### src/rtl/pfcm_pkg.sv
//------------------------------------------------------------------------------
// pfcm_pkg
// Fixed field widths, register indexes and width helpers for the pixel flow block.
//------------------------------------------------------------------------------
package pfcm_pkg;

   localparam int VEL_W     = 21;
   localparam int DEPTH_W   = 24;
   localparam int FOCAL_W   = 16;
   localparam int CENTRE_W  = 15;
   localparam int FLOW_W    = 32;
   localparam int CSR_IDX_W = 2;
   localparam int CSR_DAT_W = 16;

   localparam int FLOW_MAX = 32'sh7FFF_FFFF;
   localparam int FLOW_MIN = 32'sh8000_0000;

   localparam logic [FOCAL_W-1:0]  FOCAL_RESET = 16'd8000;
   localparam logic [CENTRE_W-1:0] CCOL_RESET  = 15'd5120;
   localparam logic [CENTRE_W-1:0] CROW_RESET  = 15'd3840;

   typedef enum logic [CSR_IDX_W-1:0] {
      CSR_FOCAL  = 2'd0,
      CSR_CCOL   = 2'd1,
      CSR_CROW   = 2'd2,
      CSR_UNUSED = 2'd3
   } csr_index_type;

   function automatic int imax(input int a, input int b);
      return (a > b) ? a : b;
   endfunction

   // Width of a centered coordinate in Q.4, signed.
   function automatic int calc_x_w(input int cw);
      return imax(cw + 4, CENTRE_W) + 1;
   endfunction

   // Width of f*f + x*x, signed.
   function automatic int calc_a_w(input int cw);
      return imax(2 * (FOCAL_W + 1), 2 * calc_x_w(cw)) + 1;
   endfunction

   // Width of the rotational numerator, signed.
   function automatic int calc_r_w(input int cw);
      return imax(imax(VEL_W + calc_a_w(cw), VEL_W + calc_x_w(cw) + FOCAL_W + 1),
                  VEL_W + 2 * calc_x_w(cw)) + 2;
   endfunction

   // Width of the translational numerator before scaling, signed.
   function automatic int calc_t_w(input int cw);
      return imax(FOCAL_W + 1 + VEL_W, calc_x_w(cw) + VEL_W) + 1;
   endfunction

endpackage

### src/rtl/pfcm_div.sv
//------------------------------------------------------------------------------
// pfcm_div
// Pipelined restoring divider, one quotient bit per register stage, with a
// sideband word that travels alongside each operand pair.
//------------------------------------------------------------------------------
module pfcm_div import pfcm_pkg::*; #(
   parameter int NUM_W  = 32,
   parameter int DEN_W  = 16,
   parameter int QUO_W  = 16,
   parameter int SIDE_W = 1
) (
   input  logic              clock,
   input  logic              en,
   input  logic [NUM_W-1:0]  num,
   input  logic [DEN_W-1:0]  den,
   input  logic [SIDE_W-1:0] side_in,
   output logic [QUO_W-1:0]  quo,
   output logic [SIDE_W-1:0] side_out
);

   localparam int CMP_W = imax(NUM_W, DEN_W + QUO_W) + 1;

   logic [NUM_W-1:0]  rem_w  [QUO_W+1];
   logic [DEN_W-1:0]  den_w  [QUO_W+1];
   logic [QUO_W-1:0]  quo_w  [QUO_W+1];
   logic [SIDE_W-1:0] side_w [QUO_W+1];

   assign rem_w[0]  = num;
   assign den_w[0]  = den;
   assign quo_w[0]  = '0;
   assign side_w[0] = side_in;

   for (genvar k = 0; k < QUO_W; k++) begin : g_stage
      localparam int BIT = QUO_W - 1 - k;

      logic [CMP_W-1:0]  rem_x, sub_x;
      logic              take;
      logic [NUM_W-1:0]  rem_in, rem_ff;
      logic [QUO_W-1:0]  quo_in, quo_ff;
      logic [DEN_W-1:0]  den_ff;
      logic [SIDE_W-1:0] side_ff;

      always_comb begin
         rem_x  = CMP_W'(rem_w[k]);
         sub_x  = CMP_W'(den_w[k]) << BIT;
         take   = (rem_x >= sub_x);
         rem_in = take ? NUM_W'(rem_x - sub_x) : rem_w[k];
         quo_in = {quo_w[k][QUO_W-2:0], take};
      end

      always_ff @(posedge clock) begin
         if (en) begin
            rem_ff  <= rem_in;
            quo_ff  <= quo_in;
            den_ff  <= den_w[k];
            side_ff <= side_w[k];
         end
      end

      assign rem_w[k+1]  = rem_ff;
      assign quo_w[k+1]  = quo_ff;
      assign den_w[k+1]  = den_ff;
      assign side_w[k+1] = side_ff;
   end

   assign quo      = quo_w[QUO_W];
   assign side_out = side_w[QUO_W];

endmodule

### config.mk
export PLATFORM = sky130hd
export DESIGN_NAME = pfcm_div
export DESIGN_NICKNAME = d
export VERILOG_FILES = /design/src/rtl/pfcm_pkg.sv /design/src/rtl/pfcm_div.sv
export SDC_FILE = /design/constraint.sdc
export NUM_CORES = 1
export LEC_CHECK = 0
export BUFFER_PORTS_ARGS = -buffer_cell sky130_fd_sc_hd__buf_4
export CORE_ASPECT_RATIO = 0.9
export CORE_UTILIZATION = 25
export CTS_CLUSTER_DIAMETER = 60
export DETAILED_ROUTE_END_ITERATION = 7
export PLACE_DENSITY = 0.38
export REMOVE_ABC_BUFFERS = 1
export SKIP_CTS_REPAIR_TIMING = 1
export SYNTH_ARGS = -nofsm -noshare
export SYNTH_HDL_FRONTEND = slang
export SYNTH_SLANG_ARGS = --single-unit
### constraint.sdc
create_clock -name clock -period 8.6 [get_ports clock]
set_input_delay 1.29 -clock clock [delete_from_list [all_inputs] [get_ports clock]]
set_output_delay 1.29 -clock clock [all_outputs]
set_load 0.005 [all_outputs]
### Word level (Yosys, flattened, before mapping)

Cells that the tools add are included.

| storage, ports and cells | value |
|---|---|
| memories kept | 0 |
| latch bits | 0 |
| logic and storage cells | 108 |
| bits in writable memories | 0 |
| flip-flop bits (word level) | 872 |
| ROM bits | 0 |
| output and inout bits | 17 |
| bits of input ports | 51 |

| operators by class | value |
|---|---|
| equal/unequal tests | 0 |
| add/subtract/negate cells | 15 |
| multiply operators | 0 |
| multiplexer cells | 15 |
| order comparisons | 16 |
| shift-type cells | 0 |
| div/mod/pow operators | 0 |
| reductions and logical operators | 0 |
| bitwise gates (word level) | 0 |

Operators by type and width:

| cell | count |
|---|---|
| $mux W32 | 15 |
| $ge A32 B16 Y1 | 1 |
| $ge A32 B17 Y1 | 1 |
| $ge A32 B18 Y1 | 1 |
| $ge A32 B19 Y1 | 1 |
| $ge A32 B20 Y1 | 1 |
| $ge A32 B21 Y1 | 1 |
| $ge A32 B22 Y1 | 1 |
| $ge A32 B23 Y1 | 1 |
| $ge A32 B24 Y1 | 1 |
| $ge A32 B25 Y1 | 1 |
| $ge A32 B26 Y1 | 1 |
| $ge A32 B27 Y1 | 1 |
| $ge A32 B28 Y1 | 1 |
| $ge A32 B29 Y1 | 1 |
| $ge A32 B30 Y1 | 1 |
| $ge A32 B31 Y1 | 1 |
| $sub A32 B17 Y32 | 1 |
| $sub A32 B18 Y32 | 1 |
| $sub A32 B19 Y32 | 1 |
| $sub A32 B20 Y32 | 1 |
| $sub A32 B21 Y32 | 1 |
| $sub A32 B22 Y32 | 1 |
| $sub A32 B23 Y32 | 1 |
| other kinds (8) | 8 |

### Logic depth before layout (Yosys ltp)

Gate-level depths: netlist of the first run.

| depth | value |
|---|---|
| word-level depth | 2 |
| mapped depth | 13 |
| gate-level depth less buffers | 12 |

### Least setup slack after synthesis of the first run

Ideal clock, no wire load.

| path | value |
|---|---|
| path kind | input to register |
| start point | input port den[6] |
| end point | register g_stage[0].rem_ff[19] (data pin) |
| setup slack | 5069 ps |
| required time | 8346 ps |
| library setup time | 254 ps |
| arrival | 3277 ps |
| stages on the path | 10 |
| cells stage by stage | inv_1 ha_1 a21o_1 a21oi_1 nor2b_1 or4_1 a21oi_1 clkbuf_1 a211oi_1 a21o_1 |

| between the ends | value |
|---|---|
| word-level cells in the longest chain between the ends | 2 |

RTL lines:

| element | RTL line | RTL |
|---|---|---|
| start, declared | pfcm_div.sv:15 | `input logic [DEN_W-1:0] den,` |
| $ge A32 B31 Y1 | pfcm_div.sv:46 | `take = (rem_x >= sub_x);` |
| $mux W32 | pfcm_div.sv:47 | `rem_in = take ? NUM_W'(rem_x - sub_x) : rem_w[k];` |
| named net g_stage[0].rem_in[19] | pfcm_div.sv:38 | `logic [NUM_W-1:0] rem_in, rem_ff;` |
| end signal, assigned | pfcm_div.sv:53 | `rem_ff <= rem_in;` |
| end, declared | pfcm_div.sv:38 |  |

The timed path passes the listed nets, and every way through them passes these cells.
A chain may end at the register's enable or synchronous reset.

### Worst setup path in the final report of the first run

| path | value |
|---|---|
| start point | register g_stage[12].rem_ff[3] |
| end point | register g_stage[13].rem_ff[27] (data pin) |

| between the ends | value |
|---|---|
| word-level cells in the longest chain between the ends | 2 |
| elaborated cells between the ends (all ways) | 3 |

RTL lines:

| element | RTL line |
|---|---|
| start, declared | pfcm_div.sv:38 |
| start signal, assigned | pfcm_div.sv:53 |
| $sub A32 B18 Y32 or $ge A32 B18 Y1 (tied branches) | pfcm_div.sv:47, pfcm_div.sv:46 |
| $mux W32 (*) | pfcm_div.sv:47 |
| named net g_stage[13].rem_in[27] | pfcm_div.sv:38 |
| end signal, assigned | pfcm_div.sv:53 |
| end, declared | pfcm_div.sv:38 |

The timed path passes the listed nets; every way through them passes the cells marked *.

==> results of run 1 <==
kinds of logic (layout without fill, tap and decap cells):
group | after synthesis | after routing
AND/OR/NAND/NOR | 982 | 982
multiplexers | 57 | 57
flip-flops | 872 | 872
buffers and inverters | 410 | 643
XOR/XNOR | 279 | 279
other | 0 | 1
AO/OA/AOI/OAI | 840 | 840
adder cells (fa/ha/maj) | 271 | 271
layout by cell type, fill, tap and decap left out, types with 30 or more instances in the layout:
| cell | n |
|---|---|
| mux2_2 | 52 |
| a211oi_1 | 43 |
| nand2b_1 | 38 |
| a21o_1 | 101 |
| nand3_1 | 56 |
| inv_1 | 337 |
| o21a_1 | 47 |
| xor2_1 | 145 |
| a21oi_1 | 205 |
| nor4_1 | 59 |
| o31ai_1 | 30 |
| or3_1 | 39 |
| buf_4 | 92 |
| nor2b_1 | 34 |
| o21ai_0 | 214 |
| nor3_1 | 93 |
| ha_1 | 256 |
| nand2_1 | 244 |
| nand4_1 | 37 |
| nor2_1 | 234 |
| edfxtp_1 | 872 |
| xnor2_1 | 134 |
| clkbuf_16 | 115 |
Yosys cell counts (13+ instances only):
master	instances	area [µm²]
and3_1	17	106.4
and2_1	16	100.1
ha_1	256	3203
fa_1	15	300.3
nand2_1	244	915.9
mux2_2	52	585.6
nor2_1	235	882.1
xor2_1	145	1270
inv_1	337	1265
xnor2_1	134	1174
or4_1	24	180.2
a211oi_1	43	322.8
nand3_1	56	280.3
clkbuf_1	67	251.5
o21ai_0	215	1076
o21bai_1	19	142.6
a31oi_1	26	162.7
nor2b_1	34	212.7
a211o_1	15	131.4
a21o_1	101	758.2
a21oi_1	207	1036
nor4_1	59	369.1
edfxtp_1	872	26190
or3_1	39	244.0
or2_2	29	181.4
nand4_1	37	231.5
o21a_1	47	352.8
nor3_1	93	465.5
o31a_1	18	157.7
o31ai_1	30	225.2
nor4b_1	13	113.9
nand2b_1	38	237.7
flip-flops by register name, indices dropped and copies added (netlist names):
| register | count |
|---|---|
| g_stage.rem_ff | 480 |
| g_stage.quo_ff | 120 |
| side_out | 1 |
| g_stage.den_ff | 240 |
| quo | 16 |
| g_stage.side_ff | 15 |
report_power, final:
| group | internal (µW) | switching [µW] | total, µW |
|---|---|---|---|
| Sequential | 5840 | 511 | 6360 |
| Clock | 2690 | 1870 | 4560 |
| Combinational | 2140 | 2800 | 4940 |
metrics by stage:
step	cell area, µm²	hold WS [ns]	worst slack, ns
after floorplan	44380	0.4003	4.266
after global placement	48130	0.4007	4.511
after detailed placement	48130	0.4045	4.509
after CTS	51760	0.3934	4.773
after global routing	51760	0.4135	4.526
final	51760	0.3989	4.778
final cells by class:
type / instances / area share
antenna: 1 / 0.00004834
timing repair buffer: 96 / 0.01479
sequential: 872 / 0.5059
clock inverter: 78 / 0.01332
clock buffer: 132 / 0.05683
tap: 2368 / 0.05724
inverter: 337 / 0.02444
multi-input combinational: 2429 / 0.3275
layer usage:
layer	routed length (µm)	track usage	up-vias
li1	-	-	14130
met5	0	0	-
met4	5379	0.05762	0
met1	36540	0.1027	13090
met3	2949	0.02045	266
met2	50790	0.2028	438
final timing paths:
check | endpoint | slack (ns) | cells past startpoint
worst max-delay path | g_stage[13].rem_ff[27]$_DFFE_PP_ | 4.78 | 9
worst min register to register | g_stage[4].side_ff$_DFFE_PP_ | 0.40 | 0
worst min-delay path | g_stage[4].side_ff$_DFFE_PP_ | 0.40 | 0
worst max register to register | g_stage[13].rem_ff[27]$_DFFE_PP_ | 4.78 | 9
worst register-to-register path: cells and delay by family, from the launching register on:
kind	cells	cell delay, ns
adder cells (fa/ha/maj)	1	0.32
AND/OR/NAND/NOR	1	0.14
AO/OA/AOI/OAI	6	2.53
XOR/XNOR	1	0.13
flip-flops	1	0.42
==> run metrics, run 1 <==
compound-gate portion of the synthesized area 0.1210; Final #Nets 4171; area fraction in and, or, nand and nor cells after synthesis 0.1106; final cell count without fillers 6313; Max stage delay on crit path 0.61 ns; antenna-violating nets left 0; RSZ-0062 raised after global routing false; main combinational cell family by area after synthesis compound AO/OA/AOI/OAI gates; beginning of the critical path g_stage[12].rem_ff[3]$_DFFE_PP_; PwrDens 306.4 mW/mm²; min cycle time layout 3.822 ns; via count of the first global-routing pass 29.11k; crit-path max FO 4; gp weighted congestion 0.8673; overall routing resource usage 0.1048; maximum vdd ir drop 174.6 µV; Data required, critical path 9.03 ns; Crit Path Category reg -> reg; row count 146; clk_skew 0.03282 ns; fraction of the cycle the final worst path needs 0.4444; final setup vio count 0; class of the tightest hold or removal check reg -> reg; fraction of the mapped netlist area in adder cells 0.07845; Post-Place Cells 6102; buffer levels on the longest clock path 3; area occupied by registers 0.02619 mm²; static leakage power 0.01942 µW; later-pin clock latency in the skew report 0.72 ns; via count 27.92k; fin util 0.2930; critical path's slowest cell a2111oi_0; multi-input combinational cell area 0.01695 mm²; count of cell types in the netlist 75; Crit path top cell by count a2111oi_0; Top delay family on crit path compound AO/OA/AOI/OAI gates; core area 0.1766 mm²; Max Fclk 261.7 MHz; Worst-Margin Slew 0.9980 ns; leftover overflow at the end of global routing 0; initial core utilization 0.2528; syn avg cell area 12.03 µm²; Post-Synth XOR/XNOR Area 0.05472; total I/O pin count 68; Clock Tree Root clkbuf_16; count of pins over their slew limit 0; Post-DP HPWL 70980 µm; Chip Width 447.5 µm; cell area after synthesis 0.04466 mm²; total negative setup slack 0 ns; Setup crit start kind flip-flop; number of clock sinks 872; Buf/Inv on CP 0; Post-synth top flop edfxtp_1; final routed wirelength across all metal layers 95660 µm; global-route wire length before repair 151500 µm; synthesized instance count 3711; total CTS buffers 113; async set-reset flop share out of synthesis 0; Filler cells 18.03k; Yosys warnings 0; number of enable flip-flop cells after synthesis 872; worst min-delay path startpoint g_stage[3].side_ff$_DFFE_PP_; power consumption 15860 µW; proportion of synthesized area in mux cells 0.01423; sequential-to-total area share from yosys stat 0.5863; number of design-rule violations left by the first detailed-router iteration 1193; share of post-route cells with drive strength above 1 0.09280; iteration count of the initial detailed-routing pass 5; antenna violations before repair 1; launching point of the worst reg2reg path g_stage[12].rem_ff[3]$_DFFE_PP_; overall die area 0.1803 mm²; clock tree from TritonCTS done; Layout Area Growth over Synthesis 15.91%; Max-Slew Margin vs Limit 0.3174; mean routed wirelength per cell 15.15 µm; count of final hold-check violations 0; max-cap violation count 0; critical path, cell by cell ha_1 -> nor2b_1 -> o31a_1 -> o31ai_1 -> o211ai_1 -> a2111oi_0 -> o21bai_1 -> a2111oi_0 -> xor2_1; clock slew at the register clock pins of the worst setup and hold paths 0.05 ns; vertical die dimension 403.0 µm; count of state elements after synthesis 872; detail-routed via count per cell 4.422; pin count of the biggest net entering global routing 162; critical path data arrival time 4.25 ns; run status finished clean; buffers added on ports 67; kind of capture point of the worst setup path flip-flop; residual DRC count 0; htree depth 3
(Power assumes the default switching activity.)
==> inputs of run 2 (changes only) <==
==> constraint.sdc (replaced) <==
create_clock -name clock -period 3.7 [get_ports clock]
set_input_delay 0.555 -clock clock [delete_from_list [all_inputs] [get_ports clock]]
set_output_delay 0.555 -clock clock [all_outputs]
set_load 0.005 [all_outputs]
==> run 2 against run 1 <==
Against the previous run:
- combinational power rose by 140%
- first-iteration DRC count rose by 5.9%
- critical path depth did not move
- via count rose by 1.0%
- highest routed layer unchanged
- setup slack got worse by 4.7 ns
- non-clock buffer count rose by 101
- die area did not move
- worst hold slack got worse by 0.29 ns
==> run metrics, run 2 (synthesis gave the netlist of run 1 again) <==
worst flop-to-flop path endpoint g_stage[10].rem_ff[6]$_DFFE_PP_ (was g_stage[13].rem_ff[27]$_DFFE_PP_); min cycle time layout 3.595 ns (was 3.822 ns); total cell area at the placement stage 0.04887 mm² (was 0.04813 mm²); vertical die dimension 403.0 µm (unchanged); crit-path max FO 26 (was 4); Final #Nets 4277 (was 4171); Filler cells 17.83k (was 18.03k); Chip Width 447.5 µm (unchanged); maximum vdd ir drop 395.7 µV (was 174.6 µV); detail-routed via count per cell 4.388 (was 4.422); htree depth 3 (unchanged); destination of the critical timing path g_stage[10].rem_ff[6]$_DFFE_PP_ (was g_stage[13].rem_ff[27]$_DFFE_PP_); Buf/Inv on CP 2 (was 0); total negative setup slack 0 ns (unchanged); antenna-violating nets left 0 (unchanged); buffers added on ports 67 (unchanged); overall die area 0.1803 mm² (unchanged); total CTS buffers 118 (was 113); number of cell instances on the worst register-to-register path 9 (unchanged); clk_skew 0.03571 ns (was 0.03282 ns); Crit Path Category reg -> reg (unchanged); PwrDens 719.4 mW/mm² (was 306.4 mW/mm²); Clock Tree Root clkbuf_16 (unchanged); Layout Area Growth over Synthesis 19.35% (was 15.91%); cell depth of the worst setup path 9 (unchanged); leftover overflow at the end of global routing 0 (unchanged); critical path's slowest cell or4b_2 (was a2111oi_0); initial core utilization 0.2528 (unchanged); max-cap violation count 0 (unchanged); antenna violations before repair 1 (unchanged); largest registers ranked by flip-flop count g_stage.rem_ff x480, g_stage.den_ff x240, g_stage.quo_ff x120 (unchanged); beginning of the critical path g_stage[9].den_ff[15]$_DFFE_PP_ (was g_stage[12].rem_ff[3]$_DFFE_PP_); row count 146 (unchanged); clock slew at the register clock pins of the worst setup and hold paths 0.06 ns (was 0.05 ns); number of cells traversed by the worst hold path 3 (was 0); RSZ-0062 raised after global routing false (unchanged); total I/O pin count 68 (unchanged); class of the tightest hold or removal check in -> reg (was reg -> reg); final instance area 0.05330 mm² (was 0.05176 mm²); count of pins over their slew limit 0 (unchanged); fraction of the cycle the final worst path needs 0.9715 (was 0.4444); Setup crit start kind flip-flop (unchanged); count of final hold-check violations 0 (unchanged); Max stage delay on crit path 0.78 ns (was 0.61 ns); max reg flops 480 (unchanged); worst-case setup slack after placement -0.3721 ns (was 4.509 ns); gp weighted congestion 0.8157 (was 0.8673); share of post-route cells with drive strength above 1 0.1116 (was 0.09280); Post-DP HPWL 73430 µm (was 70980 µm); multi-input combinational cell area 0.01697 mm² (was 0.01695 mm²); run status finished clean (unchanged); Worst-Margin Slew 0.8221 ns (was 0.9980 ns); leading cell types in the layout, fill and taps excluded edfxtp_1 (872), inv_1 (337), ha_1 (256) (unchanged); final setup vio count 0 (unchanged); Max Fclk 278.2 MHz (was 261.7 MHz); final routed wirelength across all metal layers 96970 µm (was 95660 µm); via count 28.20k (was 27.92k); critical path, cell by cell inv_1 -> ha_1 -> or4b_2 -> nor4_4 -> a21oi_1 -> and3_1 -> nand3_1 -> buf_12 -> mux2_2 (was ha_1 -> nor2b_1 -> o31a_1 -> o31ai_1 -> o211ai_1 -> a2111oi_0 -> o21bai_1 -> a2111oi_0 -> xor2_1); commonest non-fill, non-tap cell in the layout edfxtp_1 (unchanged); register-to-register setup slack 0.11 ns (was 4.78 ns); pin count of the biggest net entering global routing 97 (was 162); kind of capture point of the worst setup path flip-flop (unchanged); global-route wire length before repair 154700 µm (was 151500 µm); most flop-heavy register g_stage.rem_ff (unchanged); number of clock sinks 872 (unchanged); static leakage power 0.02019 µW (was 0.01942 µW); Data required, critical path 4.17 ns (was 9.03 ns); number of design-rule violations left by the first detailed-router iteration 1263 (was 1193); final worst setup slack 0.1055 ns (was 4.778 ns); residual DRC count 0 (unchanged); buffer levels on the longest clock path 3 (unchanged); Max-Slew Margin vs Limit 0.4469 (was 0.3174); Top delay family on crit path simple AND/OR/NAND/NOR gates (was compound AO/OA/AOI/OAI gates); later-pin clock latency in the skew report 0.73 ns (was 0.72 ns); core area 0.1766 mm² (unchanged); iteration count of the initial detailed-routing pass 5 (unchanged); mean routed wirelength per cell 15.09 µm (was 15.15 µm); clock tree from TritonCTS done (unchanged); launching point of the worst reg2reg path g_stage[9].den_ff[15]$_DFFE_PP_ (was g_stage[12].rem_ff[3]$_DFFE_PP_); power consumption 38340 µW (was 15860 µW); critical path data arrival time 4.06 ns (was 4.25 ns); via count of the first global-routing pass 29.79k (was 29.11k); area occupied by registers 0.02619 mm² (unchanged); overall routing resource usage 0.1071 (was 0.1048)
-- run 2: cell types whose count changed in the layout (fill, tap and decap cells not counted), sizes merged --
cell         delta
buf            +69
bufinv         +10
clkbuf          +2
clkinv          -3
dlygate4sd3    +32
inv             +4
-- run 2: worst min path at each step --
stage                                     from                                to  slack, ns
2_1_floorplan   g_stage[9].quo_ff[9]$_DFFE_PP_  g_stage[10].quo_ff[10]$_DFFE_PP_       0.40
3_3_place_gp     g_stage[10].side_ff$_DFFE_PP_     g_stage[11].side_ff$_DFFE_PP_       0.40
3_5_place_dp   g_stage[13].quo_ff[6]$_DFFE_PP_   g_stage[14].quo_ff[7]$_DFFE_PP_       0.40
4_1_cts                                 den[0]    g_stage[0].den_ff[0]$_DFFE_PP_      -0.08
5_1_grt                                num[16]   g_stage[0].rem_ff[16]$_DFFE_PP_       0.06
6_report                               num[15]   g_stage[0].rem_ff[15]$_DFFE_PP_       0.10
-- run 2: worst reg2reg max path, delay by kind of cell, from the launching register on --
family	cells	cell delay, ns
and+or+nand+nor	4	1.75
adders and majority gates	1	0.41
muxes	1	0.38
DFF	1	0.37
buffers and inverters	2	0.27
AOI/OAI and AO/OA	1	0.17
-- run 2: metal layers --
layer,GRT usage,vias up,wire length (µm)
met1,0.1059,13210,36900
met4,0.05516,0,5370
met3,0.01995,257,2686
met5,0,-,0
met2,0.2085,382,52010
li1,-,14350,-
-- run 2: final cells by class --
type / instances / area share
flip-flops and latches: 872 / 0.4913
multi-input cells: 2429 / 0.3183
clock buffers: 134 / 0.05653
well taps: 2368 / 0.05559
repair buffers: 197 / 0.03432
inverters: 337 / 0.02373
clock inverters: 89 / 0.02017
diodes: 1 / 0.00004695
-- run 2: power breakdown --
group	switching [µW]	internal, µW
sequential	1180	13600
clock	4550	7160
combinational	6630	5250
-- run 2: per-stage QoR --
step | cells | util | hold slack, ns
after detailed placement | 6171 | 0.2767 | 0.4045
after floorplan | 3638 | - | 0.4003
after global placement | 6171 | 0.2767 | 0.4004
after global routing | 6427 | 0.3017 | 0.05564
final | 6427 | 0.3017 | 0.1044
after CTS | 6394 | 0.2998 | -0.08405
